File: src/rtl/core/ddd_pkg.sv
// shared types, constants and calendar tables for the date difference block
// no dependencies
package ddd_pkg;

	localparam int DAY_W  = 5;
	localparam int MON_W  = 4;
	localparam int YEAR_W = 14;
	localparam int CNT_W  = 22;
	// day number of any 14-bit year fits in 23 bits
	localparam int DN_W   = 23;
	localparam int PROD_W = 27;
	localparam int CENT_W = 8;
	localparam int OFF_W  = 10;
	localparam int YCMP_W = 16;

	localparam int MAX_YEAR_DEF = 9999;

	// floor(x / 100) = (x * 5243) >> 19 for x below 16384
	localparam logic [PROD_W-1:0] RECIP_100 = PROD_W'(5243);
	localparam int                RECIP_SH  = 19;

	localparam logic [CNT_W-1:0] COUNT_MAX = {CNT_W{1'b1}};
	localparam logic [MON_W-1:0] MON_FEB   = MON_W'(2);
	localparam logic [MON_W-1:0] MON_DEC   = MON_W'(12);

	typedef struct packed {
		logic [DAY_W-1:0]  start_day;
		logic [MON_W-1:0]  start_month;
		logic [YEAR_W-1:0] start_year;
		logic [DAY_W-1:0]  end_day;
		logic [MON_W-1:0]  end_month;
		logic [YEAR_W-1:0] end_year;
		logic              include_end;
	} req_t;

	typedef struct packed {
		logic [CNT_W-1:0] day_count;
		logic             invalid_date;
	} rsp_t;

	typedef enum logic [2:0] {
		OP_NONE,
		OP_MULP,
		OP_MULY,
		OP_LEAP,
		OP_SUM1,
		OP_SUM2,
		OP_DIFF,
		OP_FINAL
	} op_t;

	typedef struct packed {
		logic load;
		logic sel;
		op_t  op;
	} cmd_t;

	typedef struct packed {
		logic out_busy;
	} sts_t;

	// length of a month in a common year, zero for a bad month code
	function automatic logic [DAY_W-1:0] month_len(input logic [MON_W-1:0] m);
		logic [DAY_W-1:0] r;
		case (m)
			4'd1, 4'd3, 4'd5, 4'd7, 4'd8, 4'd10, 4'd12: r = DAY_W'(31);
			4'd4, 4'd6, 4'd9, 4'd11:                    r = DAY_W'(30);
			4'd2:                                       r = DAY_W'(28);
			default:                                    r = '0;
		endcase
		return r;
	endfunction

	// days before the first of month m in a common year
	function automatic logic [OFF_W-1:0] month_start(input logic [MON_W-1:0] m);
		logic [OFF_W-1:0] r;
		case (m)
			4'd2:    r = OFF_W'(31);
			4'd3:    r = OFF_W'(59);
			4'd4:    r = OFF_W'(90);
			4'd5:    r = OFF_W'(120);
			4'd6:    r = OFF_W'(151);
			4'd7:    r = OFF_W'(181);
			4'd8:    r = OFF_W'(212);
			4'd9:    r = OFF_W'(243);
			4'd10:   r = OFF_W'(273);
			4'd11:   r = OFF_W'(304);
			4'd12:   r = OFF_W'(334);
			default: r = '0;
		endcase
		return r;
	endfunction

endpackage

File: src/rtl/core/ddd_ctrl.sv
// sequencer for the date difference block: walks both dates through the datapath
// depends on ddd_pkg
module ddd_ctrl (
	input  logic          clk,
	input  logic          arst_n,
	input  logic          req_valid,
	output logic          req_ready,
	input  ddd_pkg::sts_t sts,
	output ddd_pkg::cmd_t cmd
);

	typedef enum logic [2:0] {
		S_IDLE,
		S_MULP,
		S_MULY,
		S_LEAP,
		S_SUM1,
		S_SUM2,
		S_DIFF,
		S_FINAL
	} state_t;

	state_t state_q;
	logic   sel_q;

	assign req_ready = (state_q == S_IDLE);

	always_comb begin
		cmd.load = req_valid && (state_q == S_IDLE);
		cmd.sel  = sel_q;
		unique case (state_q)
			S_IDLE:  cmd.op = ddd_pkg::OP_NONE;
			S_MULP:  cmd.op = ddd_pkg::OP_MULP;
			S_MULY:  cmd.op = ddd_pkg::OP_MULY;
			S_LEAP:  cmd.op = ddd_pkg::OP_LEAP;
			S_SUM1:  cmd.op = ddd_pkg::OP_SUM1;
			S_SUM2:  cmd.op = ddd_pkg::OP_SUM2;
			S_DIFF:  cmd.op = ddd_pkg::OP_DIFF;
			S_FINAL: cmd.op = sts.out_busy ? ddd_pkg::OP_NONE : ddd_pkg::OP_FINAL;
			default: cmd.op = ddd_pkg::OP_NONE;
		endcase
	end

	always_ff @(posedge clk or negedge arst_n) begin
		if (!arst_n) begin
			state_q <= S_IDLE;
			sel_q   <= 1'b0;
		end else begin
			unique case (state_q)
				S_IDLE: begin
					if (req_valid) begin
						state_q <= S_MULP;
						sel_q   <= 1'b0;
					end
				end
				S_MULP: state_q <= S_MULY;
				S_MULY: state_q <= S_LEAP;
				S_LEAP: state_q <= S_SUM1;
				S_SUM1: state_q <= S_SUM2;
				S_SUM2: begin
					if (sel_q) begin
						state_q <= S_DIFF;
					end else begin
						sel_q   <= 1'b1;
						state_q <= S_MULP;
					end
				end
				S_DIFF: state_q <= S_FINAL;
				S_FINAL: begin
					if (!sts.out_busy) begin
						state_q <= S_IDLE;
					end
				end
				default: state_q <= S_IDLE;
			endcase
		end
	end

	// second date done leads straight to the difference step
	a_sum2_to_diff: assert property (@(posedge clk) disable iff (!arst_n)
		(state_q == S_SUM2 && sel_q) |=> (state_q == S_DIFF))
		else $error("end date finished without difference step");

	// a transfer always starts on the start date
	a_load_start: assert property (@(posedge clk) disable iff (!arst_n)
		cmd.load |=> (state_q == S_MULP && !sel_q))
		else $error("new item did not start on start date");

	// no result is issued while the output register still holds one
	a_final_free: assert property (@(posedge clk) disable iff (!arst_n)
		(cmd.op == ddd_pkg::OP_FINAL) |-> !sts.out_busy)
		else $error("result issued into a busy output register");

endmodule

File: src/rtl/core/ddd_dpath.sv
// datapath for the date difference block: day numbers, validity, count, output register
// depends on ddd_pkg
module ddd_dpath #(
	parameter int MAX_YEAR = ddd_pkg::MAX_YEAR_DEF
) (
	input  logic          clk,
	input  logic          arst_n,
	input  ddd_pkg::req_t req_data,
	input  ddd_pkg::cmd_t cmd,
	output ddd_pkg::sts_t sts,
	output logic          rsp_valid,
	input  logic          rsp_ready,
	output ddd_pkg::rsp_t rsp_data
);

	ddd_pkg::req_t                   req_q;
	logic [ddd_pkg::PROD_W-1:0]      prod_q;
	logic [ddd_pkg::CENT_W-1:0]      cp_q;
	logic                            leap_q;
	logic [ddd_pkg::DN_W-1:0]        acc_q;
	logic [ddd_pkg::DN_W-1:0]        dn_start_q;
	logic [ddd_pkg::DN_W-1:0]        dn_end_q;
	logic                            ok_start_q;
	logic                            ok_end_q;
	logic [ddd_pkg::DN_W-1:0]        diff_q;
	logic                            bad_q;
	ddd_pkg::rsp_t                   rsp_q;
	logic                            rsp_valid_q;

	logic [ddd_pkg::DAY_W-1:0]       d;
	logic [ddd_pkg::MON_W-1:0]       m;
	logic [ddd_pkg::YEAR_W-1:0]      y;
	logic [ddd_pkg::YEAR_W-1:0]      p;
	logic [ddd_pkg::CENT_W-1:0]      cy;
	logic [ddd_pkg::YEAR_W-1:0]      y_rem;
	logic                            leap;
	logic [ddd_pkg::YEAR_W-3:0]      small_term;
	logic [ddd_pkg::DAY_W-1:0]       mlen;
	logic                            date_ok;
	logic [ddd_pkg::OFF_W-1:0]       day_off;
	logic [ddd_pkg::CNT_W+1:0]       cnt_sum;
	logic [ddd_pkg::CNT_W-1:0]       cnt_sat;

	// selected date fields
	assign d = cmd.sel ? req_q.end_day   : req_q.start_day;
	assign m = cmd.sel ? req_q.end_month : req_q.start_month;
	assign y = cmd.sel ? req_q.end_year  : req_q.start_year;
	assign p = y - ddd_pkg::YEAR_W'(1);

	// leap test from the y/100 product
	assign cy    = prod_q[ddd_pkg::PROD_W-1:ddd_pkg::RECIP_SH];
	assign y_rem = y - (ddd_pkg::YEAR_W'(cy) * ddd_pkg::YEAR_W'(100));
	assign leap  = (y[1:0] == 2'b00) && ((y_rem != '0) || (cy[1:0] == 2'b00));

	// p/4 - p/100 + p/400, never negative
	assign small_term = p[ddd_pkg::YEAR_W-1:2] - (ddd_pkg::YEAR_W-2)'(cp_q)
		+ (ddd_pkg::YEAR_W-2)'(cp_q[ddd_pkg::CENT_W-1:2]);

	always_comb begin
		mlen = ddd_pkg::month_len(m);
		if (m == ddd_pkg::MON_FEB && leap_q) begin
			mlen = mlen + ddd_pkg::DAY_W'(1);
		end
	end

	assign date_ok = (y != '0)
		&& (ddd_pkg::YCMP_W'(y) <= ddd_pkg::YCMP_W'(MAX_YEAR))
		&& (m != '0) && (m <= ddd_pkg::MON_DEC)
		&& (d != '0) && (d <= mlen);

	assign day_off = ddd_pkg::month_start(m)
		+ ddd_pkg::OFF_W'(leap_q && (m > ddd_pkg::MON_FEB))
		+ ddd_pkg::OFF_W'(d);

	assign cnt_sum = (ddd_pkg::CNT_W+2)'(diff_q) + (ddd_pkg::CNT_W+2)'(req_q.include_end);
	assign cnt_sat = (cnt_sum > (ddd_pkg::CNT_W+2)'(ddd_pkg::COUNT_MAX))
		? ddd_pkg::COUNT_MAX : cnt_sum[ddd_pkg::CNT_W-1:0];

	// payload registers
	always_ff @(posedge clk) begin
		if (cmd.load) begin
			req_q <= req_data;
		end
		case (cmd.op)
			ddd_pkg::OP_MULP: begin
				prod_q <= ddd_pkg::PROD_W'(p) * ddd_pkg::RECIP_100;
			end
			ddd_pkg::OP_MULY: begin
				cp_q   <= prod_q[ddd_pkg::PROD_W-1:ddd_pkg::RECIP_SH];
				prod_q <= ddd_pkg::PROD_W'(y) * ddd_pkg::RECIP_100;
			end
			ddd_pkg::OP_LEAP: begin
				leap_q <= leap;
				acc_q  <= ddd_pkg::DN_W'(p) * ddd_pkg::DN_W'(365);
			end
			ddd_pkg::OP_SUM1: begin
				acc_q <= acc_q + ddd_pkg::DN_W'(small_term);
			end
			ddd_pkg::OP_SUM2: begin
				if (cmd.sel) begin
					dn_end_q <= acc_q + ddd_pkg::DN_W'(day_off);
					ok_end_q <= date_ok;
				end else begin
					dn_start_q <= acc_q + ddd_pkg::DN_W'(day_off);
					ok_start_q <= date_ok;
				end
			end
			ddd_pkg::OP_DIFF: begin
				diff_q <= (dn_start_q < dn_end_q) ? (dn_end_q - dn_start_q) : '0;
				bad_q  <= !(ok_start_q && ok_end_q);
			end
			ddd_pkg::OP_FINAL: begin
				rsp_q.invalid_date <= bad_q;
				rsp_q.day_count    <= bad_q ? '0 : cnt_sat;
			end
			default: begin
			end
		endcase
	end

	// output register valid
	always_ff @(posedge clk or negedge arst_n) begin
		if (!arst_n) begin
			rsp_valid_q <= 1'b0;
		end else if (cmd.op == ddd_pkg::OP_FINAL) begin
			rsp_valid_q <= 1'b1;
		end else if (rsp_ready) begin
			rsp_valid_q <= 1'b0;
		end
	end

	assign sts.out_busy = rsp_valid_q && !rsp_ready;
	assign rsp_valid    = rsp_valid_q;
	assign rsp_data     = rsp_q;

	// a bad date never carries a count
	a_bad_zero: assert property (@(posedge clk) disable iff (!arst_n)
		(rsp_valid_q && rsp_q.invalid_date) |-> (rsp_q.day_count == '0))
		else $error("invalid date result with nonzero count");

	// a fresh result appears right after the final step
	a_final_valid: assert property (@(posedge clk) disable iff (!arst_n)
		(cmd.op == ddd_pkg::OP_FINAL) |=> rsp_valid_q)
		else $error("final step did not raise result valid");

endmodule

File: src/rtl/core/date_difference_in_days.sv
// a new input is taken only in idle, after the sequencer has walked both dates one after
//   the other through five steps of the shared day-number datapath, then the difference
//   and output steps; the output step waits while the output register is still busy
// the next input is taken while a finished result still waits in the output register
// reset: arst_n low clears the sequencer and the result valid; no clearing pass
// depends on ddd_pkg, ddd_ctrl, ddd_dpath
module date_difference_in_days #(
	parameter int MAX_YEAR = ddd_pkg::MAX_YEAR_DEF
) (
	input  logic          clk,
	input  logic          arst_n,
	input  logic          req_valid,
	output logic          req_ready,
	input  ddd_pkg::req_t req_data,
	output logic          rsp_valid,
	input  logic          rsp_ready,
	output ddd_pkg::rsp_t rsp_data
);

	// command and status between sequencer and datapath
	ddd_pkg::cmd_t cmd;
	ddd_pkg::sts_t sts;

	// sequencer: per date it runs y-1 times 1/100, y times 1/100,
	// leap test with 365*(y-1), century terms, then month offset and day
	ddd_ctrl u_ctrl (
		.clk       (clk),
		.arst_n    (arst_n),
		.req_valid (req_valid),
		.req_ready (req_ready),
		.sts       (sts),
		.cmd       (cmd)
	);

	// datapath: holds the captured request, both day numbers and the output register
	ddd_dpath #(
		.MAX_YEAR (MAX_YEAR)
	) u_dpath (
		.clk       (clk),
		.arst_n    (arst_n),
		.req_data  (req_data),
		.cmd       (cmd),
		.sts       (sts),
		.rsp_valid (rsp_valid),
		.rsp_ready (rsp_ready),
		.rsp_data  (rsp_data)
	);

endmodule

File: config.mk
export PLATFORM = sky130hd
export DESIGN_NAME = date_difference_in_days
export DESIGN_NICKNAME = d
export VERILOG_FILES = /design/src/rtl/core/ddd_pkg.sv /design/src/rtl/core/ddd_ctrl.sv /design/src/rtl/core/ddd_dpath.sv /design/src/rtl/core/date_difference_in_days.sv
export SDC_FILE = /design/constraint.sdc
export NUM_CORES = 1
export LEC_CHECK = 0
export BUFFER_PORTS_ARGS = -buffer_cell sky130_fd_sc_hd__buf_2
export CORE_MARGIN = 5
export CORE_UTILIZATION = 29
export DETAILED_ROUTE_END_ITERATION = 10
export MAX_ROUTING_LAYER = met4
export SKIP_CTS_REPAIR_TIMING = 1
export SYNTH_ARGS = -nofsm -noshare
export SYNTH_HDL_FRONTEND = slang
export SYNTH_HIERARCHICAL = 1
export SYNTH_SLANG_ARGS = --single-unit
File: constraint.sdc
create_clock -name clk -period 10.6 [get_ports clk]
set_clock_uncertainty 0.05 [all_clocks]
set_input_delay 0 -clock clk [delete_from_list [all_inputs] [get_ports clk]]
set_output_delay 0 -clock clk [all_outputs]
set_load 0.05 [all_outputs]
==> run metrics <==
NumNets Final 2764; Routed Antenna Nets 0; Synth Area per Inst 10.3 sq um; input/output buffers 75; Design Area, Final 0.0236 sq mm; Slew HR 0.223; # diodes 0; synthesis-to-layout area growth 13.1%; Final Hold Vio Count 0; initial antenna violation count 0; worst skew pair latency 0.48 ns; DRC errors left 0; largest net degree at the start of global routing 49; synthesized cell area 0.0209 sq mm; FMAX 0.117 GHz; Gate Count Post-Synth 2032; fin worst setup slack 2.06 ns; Hold WC Path Type in -> reg; unrepaired setup endpoints after global routing no; Arr. time, crit path 8.73 ns; IO Pins 76; Yosys cell types 80; minimum clock period 8.54 ns; Clock Tree Buf Depth 2; ys async rst share 0.0267; status completed; Fill cells 7226; worst slack at placement 2.07 ns; clk slew on worst S/H paths 0.10 ns; max-cap violations 0; starting DRC count in detailed routing 989; Setup violations, final 0; Starting Density 0.292; peak per-stage delay on the critical path 0.92 ns; root buf cell clkbuf_16; hpwl dp 37800 um; Fin Setup TNS 0 ns; Via density 4.52; Least-Margin Pin Slew 1.16 ns; CTS tree yes; Crit Path Class reg -> reg; flops & latches, synth 187; most used cell, CP inv_1; TritonCTS sink count 187; Die Ht 278 um; Rows 98; WL final 45800 um; vias in the first global route 14400; DP Area 0.0225 sq mm; fin cells 3130; critical path fanouts, max 31; Seq/Total Area, Yosys 0.267; CP startpoint kind flop; Mapped Nets 2629; layout cells sized above 1 0.0757; Synthesis Warnings 6; slowest stage cell, crit path dfrtp_2; first-pass iteration count of the detailed router 5; EDFF count, synth 182; core box area 0.0715 sq mm; Tcrit/Tclk final 0.806; Placer Congestion 0.870; first-pass GRT wire length 74600 um; via count 14200; gr usage total 0.122; most common cell after layout, fill and taps aside inv_1; Inserted Clock Buffers 17; DIE AREA 0.0775 sq mm; global route overflow 0; placed cells 3047; most frequent cells in the layout inv_1 (409), ha_1 (368), edfxtp_1 (182); Worst Setup End Kind flop; Slew Limit Fails 0; Req. time, crit path 10.78 ns; reg-to-reg setup timing slack 2.06 ns; H-tree depth 4; DIE WIDTH 278 um; Avg WL per Cell 14.6 um; Most used DFF post-synth edfxtp_1
path summary, 6_finish.rpt:
kind / startpoint / end / depth (start not counted)
min reg2reg: u_dpath/ok_end_q / u_dpath/bad_q / 1
max in group asynchronous: arst_n / u_ctrl/sel_q / 3
min: req_data[33] / u_dpath/req_q[33] / 2
max: u_ctrl/sel_q / u_dpath/prod_q[25] / 27
max reg2reg: u_ctrl/sel_q / u_dpath/prod_q[25] / 27
min in group asynchronous: arst_n / u_ctrl/state_q[1] / 3
registers in the layout, indices dropped and copies added, names as in the netlist, 3 cells and up:
name,flops
u_dpath/dn_end_q,23
u_dpath/diff_q,23
u_dpath/rsp_data,23
u_dpath/prod_q,8
u_dpath/cp_q,8
u_dpath/dn_start_q,23
u_ctrl/state_q,3
u_dpath/req_q,47
u_dpath/acc_q,23
critical path, delay by kind of cell (launching register included):
family	cells	cell delay [ns]
buf+inv	5	0.36
fa+ha+maj	7	2.99
flops	1	0.92
mux	1	0.73
compound gates	7	1.56
simple gates	6	1.00
xor+xnor	1	0.65
kinds of logic after synthesis:
family,Yosys count,synth area share
buf+inv,435,0.0791
mux,31,0.0153
fa+ha+maj,546,0.391
compound gates,319,0.0999
flops,187,0.267
xor+xnor,143,0.0603
simple gates,371,0.0872
routing by layer:
layer,global-route usage,part of all wire,up-vias
met1,0.163,0.48,6786
met2,0.195,0.47,201
li1,-,-,7135
met4,0.0289,0.016,0
met5,-,0,-
met3,0.0202,0.034,40
through the flow:
stage	utilization	hold WS, ns
4_1_cts	0.324	-0.745
3_3_place_gp	0.315	-0.218
5_1_grt	0.331	0.166
3_5_place_dp	0.315	-0.217
6_report	0.331	0.177
2_1_floorplan	-	-0.346
Yosys cell counts, drive strengths merged, types with 9 or more instances:
master,number,area share
ha,368,0.22
mux2i,23,0.011
nor4,10,0.0030
a21o,37,0.013
a31oi,18,0.0057
nand2,82,0.015
edfxtp,182,0.26
o21a,17,0.0061
clkbuf,16,0.0029
nand2b,11,0.0033
nor3,37,0.010
buf,10,0.0028
nand4,14,0.0042
o21bai,13,0.0047
xor2,51,0.021
fa,178,0.17
nor2,109,0.020
inv,409,0.073
a211oi,9,0.0035
o21ai,60,0.014
and3,19,0.0057
xnor2,92,0.039
nor2b,20,0.0060
a21oi,107,0.026
nand3,30,0.0072
layout make-up:
type,count,area (sq um),share of cell area
Clock inverter,15,219,0.00926
Timing Repair Buffer,142,1010,0.0425
Sequential cell,187,5590,0.236
Inverter,409,1540,0.0649
Clock buffer,17,425,0.0180
Tap cell,950,1190,0.0503
Multi-Input combinational cell,1410,13700,0.579
Power is not shown: default switching activity piles up to over one toggle a cycle in this logic, so the estimate is an artifact.
